File: src/rtl/quoted_printable_decoder_assert.svh
// Assertion macros for the quoted-printable decoder.
// Included by the top level; the bodies drop out when SYNTH is defined.
`ifndef QUOTED_PRINTABLE_DECODER_ASSERT_SVH
`define QUOTED_PRINTABLE_DECODER_ASSERT_SVH
`ifndef SYNTH
// same-cycle implication
`define QPD_ASSERT_IMP(label, clk, rst_n, ante, cons) \
	label: assert property (@(posedge clk) disable iff (!rst_n) (ante) |-> (cons)) \
		else $error("qpd assertion failed");
// next-cycle implication
`define QPD_ASSERT_NXT(label, clk, rst_n, ante, cons) \
	label: assert property (@(posedge clk) disable iff (!rst_n) (ante) |=> (cons)) \
		else $error("qpd assertion failed");
`else
`define QPD_ASSERT_IMP(label, clk, rst_n, ante, cons)
`define QPD_ASSERT_NXT(label, clk, rst_n, ante, cons)
`endif
`endif

File: src/rtl/qpd_pkg.sv
// Shared types and constants for the quoted-printable decoder.
// No dependencies; the top level, front end, queue and back end import it.
package qpd_pkg;

	localparam int QPD_MAX_WS  = 16;
	localparam int QPD_Q_DEPTH = 4;

	localparam logic [7:0] CH_CR  = 8'h0D;
	localparam logic [7:0] CH_LF  = 8'h0A;
	localparam logic [7:0] CH_EQ  = 8'h3D;
	localparam logic [7:0] CH_SP  = 8'h20;
	localparam logic [7:0] CH_TAB = 8'h09;
	localparam logic [7:0] CH_US  = 8'h5F;

	// one character for the escape stage; fin marks the last one of the text
	typedef struct packed {
		logic [7:0] ch;
		logic       fin;
	} qpd_tok_t;

	typedef struct packed {
		logic [7:0] data;
		logic       empty;
		logic       last;
	} qpd_res_t;

	typedef enum logic [2:0] {
		F_IDLE,
		F_FLUSH,
		F_FLUSH_CR,
		F_ITEM,
		F_DROP_CR,
		F_DROP_LF
	} qpd_fstate_t;

endpackage

File: src/rtl/qpd_stream_if.sv
// Valid/ready stream interfaces for the decoder input and output channels.
// Standalone; no package needed.
interface qpd_in_if;
	logic       valid;
	logic       ready;
	logic [7:0] in_byte;
	logic       in_last;

	modport source (output valid, in_byte, in_last, input ready);
	modport sink (input valid, in_byte, in_last, output ready);
endinterface

interface qpd_out_if;
	logic       valid;
	logic       ready;
	logic [7:0] out_byte;
	logic       out_empty;
	logic       out_last;

	modport source (output valid, out_byte, out_empty, out_last, input ready);
	modport sink (input valid, out_byte, out_empty, out_last, output ready);
endinterface

File: src/rtl/quoted_printable_decoder.sv
// Quoted-printable decoder top level: front end, token queue, back end, config register.
// Uses qpd_pkg, qpd_stream_if, qpd_front, qpd_fifo, qpd_back and the assertion header.
//
// in_ch carries one encoded byte per beat, in_last on the final byte of a text.
// out_ch carries decoded bytes; the final beat of a text has out_last set, and a
// text whose last byte decodes to nothing ends with a terminator beat (out_empty,
// out_byte zero). cfg_we/cfg_wdata write the underscore-as-space mode bit; write
// it only between texts.
// Throughput: one input beat per cycle for ordinary text while the token queue has
// room. A byte that ends a held space/tab run blocks in_ch while the run is replayed,
// then any held CR, then the byte itself. An LF that drops a run with its CR blocks
// in_ch while CR and LF go on. A byte that releases a held "=" sequence yields up
// to three output beats, one per cycle at the output register while out_ch is ready.
// With the queue empty and the output free, the first result of a beat is registered
// in the token queue and then in the output register.
// Reset clears the held text flags and counts and the mode bit. When out_ch stalls, the output
// register holds, the four-entry token queue fills and in_ch.ready then drops.
`include "quoted_printable_decoder_assert.svh"
module quoted_printable_decoder #(
	parameter int MAX_WS = qpd_pkg::QPD_MAX_WS
) (
	input  logic      clk,
	input  logic      arst_n,
	qpd_in_if.sink    in_ch,
	qpd_out_if.source out_ch,
	input  logic      cfg_we,
	input  logic      cfg_wdata
);
	import qpd_pkg::*;

	logic     uas_q;
	qpd_tok_t tok, q_head;
	logic     q_push, q_full, q_pop, q_empty;

	always_ff @(posedge clk or negedge arst_n) begin
		if (!arst_n) begin
			uas_q <= 1'b0;
		end else if (cfg_we) begin
			uas_q <= cfg_wdata;
		end
	end

	qpd_front #(.MAX_WS(MAX_WS)) u_front (
		.clk       (clk),
		.arst_n    (arst_n),
		.in_ch     (in_ch),
		.tok       (tok),
		.tok_valid (q_push),
		.tok_ready (!q_full)
	);

	qpd_fifo u_fifo (
		.clk    (clk),
		.arst_n (arst_n),
		.push   (q_push),
		.din    (tok),
		.full   (q_full),
		.pop    (q_pop),
		.dout   (q_head),
		.empty  (q_empty)
	);

	qpd_back u_back (
		.clk       (clk),
		.arst_n    (arst_n),
		.tok       (q_head),
		.tok_valid (!q_empty),
		.tok_pop   (q_pop),
		.uas       (uas_q),
		.out_ch    (out_ch)
	);

	`QPD_ASSERT_IMP(a_q_no_overflow, clk, arst_n, q_full, !(in_ch.valid && in_ch.ready))
	`QPD_ASSERT_IMP(a_q_no_underflow, clk, arst_n, q_pop, !q_empty)
	`QPD_ASSERT_NXT(a_fin_queued, clk, arst_n, q_push && tok.fin, !q_empty)
	`QPD_ASSERT_IMP(a_term_last, clk, arst_n, out_ch.valid && out_ch.out_empty, out_ch.out_last && (out_ch.out_byte == 8'h00))

endmodule

File: src/rtl/qpd_front.sv
// Front end: takes input beats, holds space/tab runs and drops those before CR LF.
// Emits escape-stage tokens one per cycle while tok_ready is high. Uses qpd_pkg and qpd_in_if.
module qpd_front #(
	parameter int MAX_WS = qpd_pkg::QPD_MAX_WS
) (
	input  logic              clk,
	input  logic              arst_n,
	qpd_in_if.sink            in_ch,
	output qpd_pkg::qpd_tok_t tok,
	output logic              tok_valid,
	input  logic              tok_ready
);
	import qpd_pkg::*;

	localparam int CW = $clog2(MAX_WS + 1);
	localparam int IW = (MAX_WS > 1) ? $clog2(MAX_WS) : 1;
	localparam logic [CW-1:0] MAX_CNT = CW'(MAX_WS);
	localparam logic [CW-1:0] ONE_CNT = CW'(1);

	qpd_fstate_t       state_q, state_d;
	logic [CW-1:0]     wc_q, wc_d;
	logic              wcr_q, wcr_d;
	logic              wcom_q, wcom_d;
	logic              mode_b_q, mode_b_d;
	logic [MAX_WS-1:0] kinds_q, kinds_d;
	logic [7:0]        c_q;
	logic              last_q;

	logic [7:0] cur_c;
	logic       cur_last;
	logic       is_ws;
	logic       go;

	assign cur_c    = (state_q == F_ITEM) ? c_q : in_ch.in_byte;
	assign cur_last = (state_q == F_ITEM) ? last_q : in_ch.in_last;
	assign is_ws    = (cur_c == CH_SP) || (cur_c == CH_TAB);

	always_comb begin
		state_d     = state_q;
		wc_d        = wc_q;
		wcr_d       = wcr_q;
		wcom_d      = wcom_q;
		mode_b_d    = mode_b_q;
		kinds_d     = kinds_q;
		tok_valid   = 1'b0;
		tok         = '{ch: cur_c, fin: cur_last};
		in_ch.ready = (state_q == F_IDLE) && tok_ready;
		go          = 1'b0;

		unique case (state_q)
			F_IDLE, F_ITEM: begin
				go = (state_q == F_ITEM) ? tok_ready : (in_ch.valid && tok_ready);
				if (go) begin
					state_d = F_IDLE;
					if (wcr_q) begin
						// run plus CR held: LF drops the run, anything else flushes it
						if (cur_c == CH_LF) begin
							state_d = F_DROP_CR;
						end else begin
							mode_b_d = 1'b0;
							state_d  = F_FLUSH;
						end
					end else if (is_ws) begin
						if (wcom_q) begin
							tok_valid = 1'b1;
							if (cur_last) begin
								wcom_d = 1'b0;
							end
						end else if (wc_q < MAX_CNT) begin
							if (wc_q == '0 && cur_last) begin
								tok_valid = 1'b1;
							end else begin
								kinds_d[wc_q[IW-1:0]] = (cur_c == CH_TAB);
								wc_d = wc_q + ONE_CNT;
								if (cur_last) begin
									mode_b_d = 1'b1;
									state_d  = F_FLUSH;
								end
							end
						end else begin
							// run too long: emit it and pass the rest through
							wcom_d   = 1'b1;
							mode_b_d = 1'b0;
							state_d  = F_FLUSH;
						end
					end else begin
						wcom_d = 1'b0;
						if (cur_c == CH_CR && wc_q != '0) begin
							wcr_d = 1'b1;
							if (cur_last) begin
								mode_b_d = 1'b1;
								state_d  = F_FLUSH;
							end
						end else if (wc_q != '0) begin
							mode_b_d = 1'b0;
							state_d  = F_FLUSH;
						end else begin
							tok_valid = 1'b1;
						end
					end
				end
			end
			F_FLUSH: begin
				tok_valid = 1'b1;
				tok.ch    = kinds_q[0] ? CH_TAB : CH_SP;
				tok.fin   = mode_b_q && !wcr_q && (wc_q == ONE_CNT);
				if (tok_ready) begin
					kinds_d = kinds_q >> 1;
					wc_d    = wc_q - ONE_CNT;
					if (wc_q == ONE_CNT) begin
						if (wcr_q) begin
							state_d = F_FLUSH_CR;
						end else if (mode_b_q) begin
							wcom_d  = 1'b0;
							state_d = F_IDLE;
						end else begin
							state_d = F_ITEM;
						end
					end
				end
			end
			F_FLUSH_CR: begin
				tok_valid = 1'b1;
				tok.ch    = CH_CR;
				tok.fin   = mode_b_q;
				if (tok_ready) begin
					wcr_d = 1'b0;
					if (mode_b_q) begin
						wcom_d  = 1'b0;
						state_d = F_IDLE;
					end else begin
						state_d = F_ITEM;
					end
				end
			end
			F_DROP_CR: begin
				tok_valid = 1'b1;
				tok.ch    = CH_CR;
				tok.fin   = 1'b0;
				if (tok_ready) begin
					state_d = F_DROP_LF;
				end
			end
			F_DROP_LF: begin
				tok_valid = 1'b1;
				tok.ch    = CH_LF;
				tok.fin   = last_q;
				if (tok_ready) begin
					wc_d    = '0;
					wcr_d   = 1'b0;
					state_d = F_IDLE;
				end
			end
			default: begin
				state_d = F_IDLE;
			end
		endcase
	end

	always_ff @(posedge clk or negedge arst_n) begin
		if (!arst_n) begin
			state_q  <= F_IDLE;
			wc_q     <= '0;
			wcr_q    <= 1'b0;
			wcom_q   <= 1'b0;
			mode_b_q <= 1'b0;
		end else begin
			state_q  <= state_d;
			wc_q     <= wc_d;
			wcr_q    <= wcr_d;
			wcom_q   <= wcom_d;
			mode_b_q <= mode_b_d;
		end
	end

	always_ff @(posedge clk) begin
		kinds_q <= kinds_d;
		if (in_ch.valid && in_ch.ready) begin
			c_q    <= in_ch.in_byte;
			last_q <= in_ch.in_last;
		end
	end

endmodule

File: src/rtl/qpd_fifo.sv
// Token queue between the whitespace front end and the escape back end.
// Uses qpd_pkg for the token type and depth.
module qpd_fifo (
	input  logic              clk,
	input  logic              arst_n,
	input  logic              push,
	input  qpd_pkg::qpd_tok_t din,
	output logic              full,
	input  logic              pop,
	output qpd_pkg::qpd_tok_t dout,
	output logic              empty
);
	import qpd_pkg::*;

	localparam int PW = $clog2(QPD_Q_DEPTH);
	localparam logic [PW:0] DEPTH_CNT = (PW + 1)'(QPD_Q_DEPTH);
	localparam logic [PW:0] CNT_ONE   = (PW + 1)'(1);
	localparam logic [PW-1:0] PTR_ONE = PW'(1);

	qpd_tok_t      mem_q [QPD_Q_DEPTH];
	logic [PW-1:0] wp_q, rp_q;
	logic [PW:0]   cnt_q;
	logic          wr, rd;

	assign full  = (cnt_q == DEPTH_CNT);
	assign empty = (cnt_q == '0);
	assign dout  = mem_q[rp_q];
	assign wr    = push && !full;
	assign rd    = pop && !empty;

	always_ff @(posedge clk) begin
		if (wr) begin
			mem_q[wp_q] <= din;
		end
	end

	always_ff @(posedge clk or negedge arst_n) begin
		if (!arst_n) begin
			wp_q  <= '0;
			rp_q  <= '0;
			cnt_q <= '0;
		end else begin
			if (wr) begin
				wp_q <= wp_q + PTR_ONE;
			end
			if (rd) begin
				rp_q <= rp_q + PTR_ONE;
			end
			unique case ({wr, rd})
				2'b10:   cnt_q <= cnt_q + CNT_ONE;
				2'b01:   cnt_q <= cnt_q - CNT_ONE;
				default: cnt_q <= cnt_q;
			endcase
		end
	end

endmodule

File: src/rtl/qpd_back.sv
// Back end: soft line breaks, =XX escapes, underscore-as-space and end-of-text handling.
// Expands each token into up to three result beats. Uses qpd_pkg and qpd_out_if.
module qpd_back (
	input  logic              clk,
	input  logic              arst_n,
	input  qpd_pkg::qpd_tok_t tok,
	input  logic              tok_valid,
	output logic              tok_pop,
	input  logic              uas,
	qpd_out_if.source         out_ch
);
	import qpd_pkg::*;

	localparam int NRES = 3;

	function automatic logic is_hex(input logic [7:0] c);
		return (c >= 8'h30 && c <= 8'h39) || (c >= 8'h41 && c <= 8'h46) ||
			(c >= 8'h61 && c <= 8'h66);
	endfunction

	function automatic logic [3:0] hex_nib(input logic [7:0] c);
		logic [7:0] v;
		if (c <= 8'h39) begin
			v = c - 8'h30;
		end else if (c <= 8'h46) begin
			v = c - 8'h37;
		end else begin
			v = c - 8'h57;
		end
		return v[3:0];
	endfunction

	function automatic logic [7:0] txt(input logic [7:0] c, input logic us_sp);
		return (c == CH_US && us_sp) ? CH_SP : c;
	endfunction

	logic       peq_q, pcr_q, phex_q;
	logic [7:0] h_q;
	logic [1:0] k_q;
	logic       out_v_q;
	qpd_res_t   out_res_q;

	qpd_res_t   res [NRES];
	logic [1:0] n;
	logic       np_peq, np_pcr, np_phex;
	logic [7:0] np_h;
	logic       eq_then_c;
	logic       slot_free;
	logic       load;
	logic [7:0] c;

	assign c = tok.ch;

	// results of one token, in order, with the escape state it leaves
	always_comb begin
		for (int i = 0; i < NRES; i++) begin
			res[i] = '0;
		end
		n         = '0;
		np_peq    = peq_q;
		np_pcr    = pcr_q;
		np_phex   = phex_q;
		np_h      = h_q;
		eq_then_c = 1'b0;

		if (!peq_q) begin
			if (c == CH_EQ) begin
				np_peq = 1'b1;
			end else begin
				res[n] = '{data: txt(c, uas), empty: 1'b0, last: 1'b0};
				n = n + 2'd1;
			end
		end else if (pcr_q) begin
			np_peq = 1'b0;
			np_pcr = 1'b0;
			if (c != CH_LF) begin
				res[n] = '{data: CH_EQ, empty: 1'b0, last: 1'b0};
				n = n + 2'd1;
				res[n] = '{data: CH_CR, empty: 1'b0, last: 1'b0};
				n = n + 2'd1;
				eq_then_c = 1'b1;
			end
		end else if (phex_q) begin
			np_peq  = 1'b0;
			np_phex = 1'b0;
			if (is_hex(c)) begin
				res[n] = '{data: {hex_nib(h_q), hex_nib(c)}, empty: 1'b0, last: 1'b0};
				n = n + 2'd1;
			end else begin
				res[n] = '{data: CH_EQ, empty: 1'b0, last: 1'b0};
				n = n + 2'd1;
				res[n] = '{data: txt(h_q, uas), empty: 1'b0, last: 1'b0};
				n = n + 2'd1;
				eq_then_c = 1'b1;
			end
		end else begin
			if (c == CH_CR) begin
				np_pcr = 1'b1;
			end else if (is_hex(c)) begin
				np_phex = 1'b1;
				np_h    = c;
			end else begin
				np_peq = 1'b0;
				res[n] = '{data: CH_EQ, empty: 1'b0, last: 1'b0};
				n = n + 2'd1;
				eq_then_c = 1'b1;
			end
		end

		// the held sequence was given up; the byte starts over
		if (eq_then_c) begin
			if (c == CH_EQ) begin
				np_peq = 1'b1;
			end else begin
				res[n] = '{data: txt(c, uas), empty: 1'b0, last: 1'b0};
				n = n + 2'd1;
			end
		end

		if (tok.fin) begin
			if (np_peq) begin
				res[n] = '{data: CH_EQ, empty: 1'b0, last: 1'b0};
				n = n + 2'd1;
				if (np_pcr) begin
					res[n] = '{data: CH_CR, empty: 1'b0, last: 1'b0};
					n = n + 2'd1;
				end else if (np_phex) begin
					res[n] = '{data: txt(np_h, uas), empty: 1'b0, last: 1'b0};
					n = n + 2'd1;
				end
			end
			np_peq  = 1'b0;
			np_pcr  = 1'b0;
			np_phex = 1'b0;
			if (n == 2'd0) begin
				res[0] = '{data: 8'h00, empty: 1'b1, last: 1'b0};
				n = 2'd1;
			end
			res[n - 2'd1].last = 1'b1;
		end
	end

	assign slot_free = !out_v_q || out_ch.ready;

	always_comb begin
		tok_pop = 1'b0;
		load    = 1'b0;
		if (tok_valid) begin
			if (n == 2'd0) begin
				tok_pop = 1'b1;
			end else if (slot_free) begin
				load = 1'b1;
				if (k_q == n - 2'd1) begin
					tok_pop = 1'b1;
				end
			end
		end
	end

	always_ff @(posedge clk or negedge arst_n) begin
		if (!arst_n) begin
			peq_q   <= 1'b0;
			pcr_q   <= 1'b0;
			phex_q  <= 1'b0;
			k_q     <= '0;
			out_v_q <= 1'b0;
		end else begin
			if (tok_pop) begin
				peq_q  <= np_peq;
				pcr_q  <= np_pcr;
				phex_q <= np_phex;
				k_q    <= '0;
			end else if (load) begin
				k_q <= k_q + 2'd1;
			end
			if (load) begin
				out_v_q <= 1'b1;
			end else if (out_ch.ready) begin
				out_v_q <= 1'b0;
			end
		end
	end

	always_ff @(posedge clk) begin
		if (tok_pop) begin
			h_q <= np_h;
		end
		if (load) begin
			out_res_q <= res[k_q];
		end
	end

	assign out_ch.valid     = out_v_q;
	assign out_ch.out_byte  = out_res_q.data;
	assign out_ch.out_empty = out_res_q.empty;
	assign out_ch.out_last  = out_res_q.last;

endmodule
File: src/flat_wrapper.sv
// flat-port wrapper written by rule: the top's interface ports become plain ports
module quoted_printable_decoder_flat import qpd_pkg::*;
#(
	parameter int MAX_WS = qpd_pkg::QPD_MAX_WS
)
  (clk, arst_n, cfg_we, cfg_wdata, in_ch_valid, in_ch_in_byte, in_ch_in_last, in_ch_ready, out_ch_valid, out_ch_out_byte, out_ch_out_empty, out_ch_out_last, out_ch_ready);
  qpd_in_if in_ch_i ();
  qpd_out_if out_ch_i ();
  input  logic clk;
  input  logic arst_n;
  input  logic cfg_we;
  input  logic cfg_wdata;
  input wire logic [$bits(in_ch_i.valid)-1:0] in_ch_valid;
  input wire logic [$bits(in_ch_i.in_byte)-1:0] in_ch_in_byte;
  input wire logic [$bits(in_ch_i.in_last)-1:0] in_ch_in_last;
  output wire logic [$bits(in_ch_i.ready)-1:0] in_ch_ready;
  output wire logic [$bits(out_ch_i.valid)-1:0] out_ch_valid;
  output wire logic [$bits(out_ch_i.out_byte)-1:0] out_ch_out_byte;
  output wire logic [$bits(out_ch_i.out_empty)-1:0] out_ch_out_empty;
  output wire logic [$bits(out_ch_i.out_last)-1:0] out_ch_out_last;
  input wire logic [$bits(out_ch_i.ready)-1:0] out_ch_ready;
  assign in_ch_i.valid = in_ch_valid;
  assign in_ch_i.in_byte = in_ch_in_byte;
  assign in_ch_i.in_last = in_ch_in_last;
  assign in_ch_ready = in_ch_i.ready;
  assign out_ch_valid = out_ch_i.valid;
  assign out_ch_out_byte = out_ch_i.out_byte;
  assign out_ch_out_empty = out_ch_i.out_empty;
  assign out_ch_out_last = out_ch_i.out_last;
  assign out_ch_i.ready = out_ch_ready;
  quoted_printable_decoder #(.MAX_WS(MAX_WS)) u_core (.clk(clk), .arst_n(arst_n), .in_ch(in_ch_i), .out_ch(out_ch_i), .cfg_we(cfg_we), .cfg_wdata(cfg_wdata));
endmodule
File: config.mk
export PLATFORM = sky130hd
export DESIGN_NAME = quoted_printable_decoder_flat
export DESIGN_NICKNAME = d
export VERILOG_FILES = /design/src/rtl/qpd_pkg.sv /design/src/rtl/qpd_stream_if.sv /design/src/rtl/quoted_printable_decoder.sv /design/src/rtl/qpd_front.sv /design/src/rtl/qpd_fifo.sv /design/src/rtl/qpd_back.sv /design/src/flat_wrapper.sv
export VERILOG_INCLUDE_DIRS = /design/src /design/src/rtl
export SDC_FILE = /design/constraint.sdc
export NUM_CORES = 1
export LEC_CHECK = 0
export BUFFER_PORTS_ARGS = -buffer_cell sky130_fd_sc_hd__clkbuf_2
export CAP_MARGIN = 25
export CORE_MARGIN = 4
export CORE_UTILIZATION = 50
export DETAILED_ROUTE_END_ITERATION = 6
export MAX_ROUTING_LAYER = met4
export PLACE_DENSITY = 0.67
export SYNTH_ARGS = -nofsm -noshare
export SYNTH_HDL_FRONTEND = slang
export SYNTH_HIERARCHICAL = 1
export SYNTH_SLANG_ARGS = --single-unit
File: constraint.sdc
create_clock -name clk -period 10 [get_ports clk]
set_clock_uncertainty 0.2 [all_clocks]
set_input_delay 2 -clock clk [delete_from_list [all_inputs] [get_ports clk]]
set_output_delay 2 -clock clk [all_outputs]
set_load 0.1 [all_outputs]
# Word level (Yosys, flattened, before mapping)
# Memories as Yosys holds them, arrays and structs flattened.
# Cells that the tools add are included.
[totals]
ramBits = 36
memories = 1
out_inout_bits = 12
word_cells = 339
input_bits = 15
ff_bits = 68
[mem_list]
columns = ["memory", "words", "width", "read_ports", "rd_ports_with_merged_regs", "wr", "line_no", "rtl"]
rows = [
  ["u_core.u_fifo.mem_q", 4, 9, 1, 0, 1, "qpd_fifo.sv:20", "qpd_tok_t mem_q [QPD_Q_DEPTH];"],
]
[classes]
n_lt_le_gt_ge = 20
reduce_logical = 51
n_mux = 181
n_eq_ne = 36
n_bitwise = 11
add_sub_neg = 18
[op_table]
columns = ["op", "count"]
rows = [
  ["$mux W30", 7],
  ["$mux W10", 14],
  ["$mux W16", 7],
  ["$bwmux W30", 3],
  ["$mux W8", 11],
  ["$demux W10 S2", 4],
  ["$mux W1", 79],
  ["$mux W5", 8],
  ["$mux W2", 18],
  ["$mux W3", 12],
  ["$pmux W9 S4", 1],
  ["$eq A8 B4 Y1 const B", 4],
  ["$pmux W16 S2", 1],
  ["$ne A2 B2 Y1 const B", 14],
  ["$eq A8 B7 Y1 const B", 3],
  ["$le A8 B7 Y1 const B", 3],
  ["$and A21 B21 Y21", 1],
  ["$not A21 Y21", 1],
  ["$bmux W10 S2", 1],
  ["$logic_and A1 B1 Y1", 20],
  ["$mux W20", 1],
  ["$mux W18", 1],
  ["$bwmux W16", 1],
  ["$eq A8 B6 Y1 const B", 2],
  ["other kinds (55)", 100],
]

# Longest topological paths before layout
# An unclocked memory read counts as a cell.
[depth]
word_depth = 33
depth_mapped = 34
depth_no_buf = 32

# Hierarchy
# Netlist, hierarchy kept.
[modules_own_cells]
columns = ["module", "cells_per_inst", "area_per_inst_um2", "seq_area_each_um2", "instances"]
rows = [
  ["qpd_back", 375, 2881.5, 690.7, 1],
  ["qpd_front", 309, 2606.2, 1026.0, 1],
  ["qpd_fifo", 84, 1739.2, 1256.2, 1],
  ["quoted_printable_decoder", 4, 47.5, 25.0, 1],
]

# Worst setup path before layout
# Ideal clock, no wire load.
[synth_timing]
path_kind = "register -> register"
from = "register u_core.u_fifo.rp_q[0]"
to = "register u_core.u_fifo.cnt_q[2]"
path_stages_with_launch = 34
setup_ps = 79
slack_ps = 3060
arrival_ps = 6661
period_less_slack_ps = 6940
t_required_ps = 9721
path_buffers = 1
cell_sequence = "dfrtp_1 buf_4 mux4_2 inv_1 ha_1 nor3b_1 nor3_4 nor4_2 nor3_4 inv_1 ha_1 inv_1 nand3_1 o21ai_0 inv_1 ha_1 o21a_1 nor2_1 o21ai_0 a22o_1 ha_1 xor2_1 and2_1 nand3b_1 a221oi_2 a211oi_4 inv_1 o31a_2 ha_1 inv_1 fa_1 xor2_1 nor2_1 xor2_1"
[synth_rtl]
columns = ["element", "line_no", "rtl"]
rows = [
  ["start, declared", "qpd_fifo.sv:21", "logic [PW-1:0] wp_q, rp_q;"],
  ["start signal, assigned", "qpd_fifo.sv:47", "rp_q <= rp_q + PTR_ONE;"],
  ["end signal, assigned", "qpd_fifo.sv:50", "2'b10: cnt_q <= cnt_q + CNT_ONE;"],
  ["end signal, assigned", "qpd_fifo.sv:51", "2'b01: cnt_q <= cnt_q - CNT_ONE;"],
  ["end signal, assigned", "qpd_fifo.sv:52", "default: cnt_q <= cnt_q;"],
  ["end, declared", "qpd_fifo.sv:22", "logic [PW:0] cnt_q;"],
]

==> metrics.md <==
| Metric | Value |
|---|---|
| Seq cells post-synth | 104 |
| Run status | finished clean |
| Post-synth EDFFs | between 70 and 80 |
| Util after Layout | 55.77% |
| Pwr per Cell Area | 373.4 nW/um2 |
| Post_cts resized | 0 |
| Die extent in x | about 130 um |
| Synth cell types | between 90 and 100 |
| Setup TNS | 0 ps |
| Synth Flop Type | edfxtp_1 |
| Asr flop ratio synth | 24.04% |
| CP max stage delay | roughly 750 ps |
| Die ar. | 16540 um2 |
| First-pass GRT wire length | 32290 um |
| Minimum clock period | 8093 ps |
| I/O Pins | 27 |
| Largest net degree at the start of global routing | 29 |
| Post-DP HPWL | 14770 um |
| Syn Nets | 813 |
| Crit path launch type | flop |
| Final hold vios | 0 |
| Clk sinks | 104 |
| Fillcell total | 1231 |
| WL per Instance | 20.98 um |
| Max transition margin | 41.93% |
| Total of warnings raised by yosys | 6 |
| Routed Antenna Nets | 0 |
| Setup Fix Bufs, Post-CTS | 0 |
| WS Path Type | reg -> reg |
| Commonest non-fill, non-tap cell in the layout | nand2_1 |
| ANT cells | 0 |
| Layout cells sized above 1 | 13.01% |
| Total grt overflow | 0 |
| VDD IR-drop max | 162.6 uV |
| FF/Latch Area | 2998 um2 |
| Ratio of final minimum period to clock period | 80.93% |
| Buffers on Ports | 26 |
| HP Class | reg -> reg |
| Unrepaired setup endpoints after global routing | false |
| Worst-Margin Slew | 870.1 ps |
| Layout area overhead | 7.654% |
| Initial antenna violation count | 0 |
| H-tree level count | 3 |
| Total CTS buffers | 9 |
| Footprint of the multi-input gates | roughly 3900 um2 |
| Hold-fix buffers, CTS | 0 |
| Slew Viols, Final | 0 |
| First DRT Iteration DRCs | 434 |
| Sequential fraction of the synthesis area | approximately two fifths |
| Nets | 820 |
| RD Place Congestion | 0.9817 |
| Cell area after synthesis | 7274 um2 |
| Pre-antenna DRT Iters | 5 |
| Synthesized instance count | 772 |
| Initial Util | 51.80% |
| Avg Inst Size Synth | 9.423 um2 |
| GRT Overall Usage | roughly 26% |
| FP Rows | 43 |
| FF-to-FF Start | u_core/u_fifo/rp_q[0]$_DFFE_PN0P_ |
| Final Setup Violations | 0 |
| Most frequent cells in the layout | nand2_1 (97), edfxtp_1 (79), o21ai_0 (63) |
| CP arrival | 8180 ps |
| Clk root buf | clkbuf_16 |
| Min-delay src | u_core/u_front/kinds_q[8]$_DFFE_PP_ |
| DR vias/cell | between 6 and 7 |
| Number of remaining DRC errors | 0 |
| Clock Path Buffers | 2 |
| CP Capture Type | flop |
| Critical path startpoint | u_core/u_fifo/rp_q[0]$_DFFE_PN0P_ |
| Slowest cell on crit path | dfrtp_1 |
| Die height | around 130 um |
| Max-cap violations | 0 |
| Critical Path RT | about 10000 ps |
| Most frequent cell on the critical path | inv_1 |
| Clock transition at path regs | 80 ps |
| Clk_lat worst skew | around 360 ps |
| Final wirelength | 20220 um |
| Static leakage | 3.002 nW |
| Vias after detailed routing | 6286 |
| Core Area | 14040 um2 |
| Fmax | roughly 0.12 GHz |
| CTS tree | done |
| Vias in the first global route | 6034 |
| Critical Path Fanout Max | 11 |
-- final cells by class --
cell class / instances / area share, %
multi-input cells: 588 / 50.34
flip-flops and latches: 104 / 38.28
clock buffers: 9 / 2.876
well taps: 180 / 2.876
repair buffers: 32 / 2.301
inverters: 44 / 2.109
clock inverters: 7 / 1.214
-- cells by family after synthesis --
group | synth area share (%)
compound gates | 22.53
mux | 4.489
simple gates | 20.76
buf+inv | 4.627
fa+ha+maj | 4.575
flops | 41.21
xor+xnor | 1.806
-- metrics by stage --
step | setup slack (ps) | hold WS [ps] | instances | instance area [um2] | total power, W
after floorplan | 3060 | 285.1 | 772 | 7274 | 0.002127
after global placement | 2314 | 306.8 | 945 | 7483 | 0.002463
after detailed placement | 1923 | 323.0 | 947 | 7503 | 0.002521
after CTS | 1913 | 339.9 | 963 | 7824 | 0.002913
after global routing | 1244 | 361.9 | 964 | 7831 | 0.003115
final | 1907 | 338.3 | 964 | 7831 | 0.002924
-- registers in the layout (all words and copies together) (netlist names), 2 cells and up --
name                           flops
u_core/u_back/h_q                  8
u_core/u_back/k_q                  2
u_core/u_back/out_ch.out_byte      8
u_core/u_fifo/cnt_q                3
u_core/u_fifo/mem_q               36
u_core/u_fifo/rp_q                 2
u_core/u_fifo/wp_q                 2
u_core/u_front/c_q                 8
u_core/u_front/kinds_q            16
u_core/u_front/state_q             3
u_core/u_front/wc_q                5
-- cell usage after synthesis (all sizes together) (5+ instances only) --
| cell | count | share of area, % |
|---|---|---|
| mux2i | 6 | 0.83 |
| nor4 | 8 | 1.0 |
| a31oi | 7 | 0.60 |
| o22ai | 10 | 0.86 |
| o31ai | 6 | 0.62 |
| a21oi | 54 | 3.9 |
| buf | 12 | 1.0 |
| ha | 25 | 4.3 |
| xor2 | 6 | 0.72 |
| xnor2 | 9 | 1.1 |
| a21o | 9 | 1.1 |
| mux2 | 5 | 0.88 |
| a32oi | 5 | 0.86 |
| mux4 | 9 | 2.8 |
| nor2b | 10 | 0.96 |
| or3 | 5 | 0.50 |
| edfxtp | 79 | 33 |
| a31o | 5 | 0.60 |
| clkbuf | 23 | 1.2 |
| o21ai | 64 | 4.4 |
| nand2b | 8 | 0.69 |
| nor3 | 17 | 1.5 |
| inv | 43 | 2.2 |
| nand2 | 97 | 5.0 |
| o221ai | 7 | 0.84 |
| a221oi | 6 | 0.89 |
| dfrtp | 25 | 8.6 |
| a211oi | 8 | 1.1 |
| o211ai | 6 | 0.62 |
| nor3b | 6 | 0.77 |
| a22oi | 10 | 1.0 |
| and2 | 12 | 1.1 |
| nand3 | 23 | 1.6 |
| nor2 | 64 | 3.4 |
| and3 | 8 | 0.69 |
-- power breakdown --
group | switching [W] | internal, W
logic | 0.00107 | 0.000526
registers | 0.000173 | 0.000770
clock network | 0.000186 | 0.000203
total | 0.00143 | 0.00150
-- worst paths after layout --
check | end | slack [ps] | cells after the start
setup / recovery | u_core/u_fifo/cnt_q[2]$_DFFE_PN0P_ | 1910 | 32
setup reg to reg | u_core/u_fifo/cnt_q[2]$_DFFE_PN0P_ | 1910 | 32
max in group asynchronous | u_core/u_fifo/wp_q[1]$_DFFE_PN0P_ | 7640 | 1
hold / removal | u_core/u_front/kinds_q[7]$_DFFE_PP_ | 340 | 2
min in group asynchronous | u_core/u_back/k_q[1]$_DFFE_PN0P_ | 1490 | 1
hold reg to reg | u_core/u_front/kinds_q[7]$_DFFE_PP_ | 340 | 2
-- layer usage --
layer	wire length, um	global-route usage (%)	vias to the layer above
met5	0	-	-
met4	766	10.13	0
met3	1023	3.902	55
met2	9699	40.48	224
met1	8730	33.08	3104
li1	-	-	2903
-- worst max-delay path: cells and delay by family, from the launching register on --
family                     cells  cell delay (ps)
AOI/OAI and AO/OA              7             1810
muxes                          1              680
adders and majority gates      6             1520
buffers and inverters          6              840
xor gates and xnor gates       3              430
and+or+nand+nor                9             1780
DFF                            1              750
No activity file was read; power rests on OpenSTA's default activity.
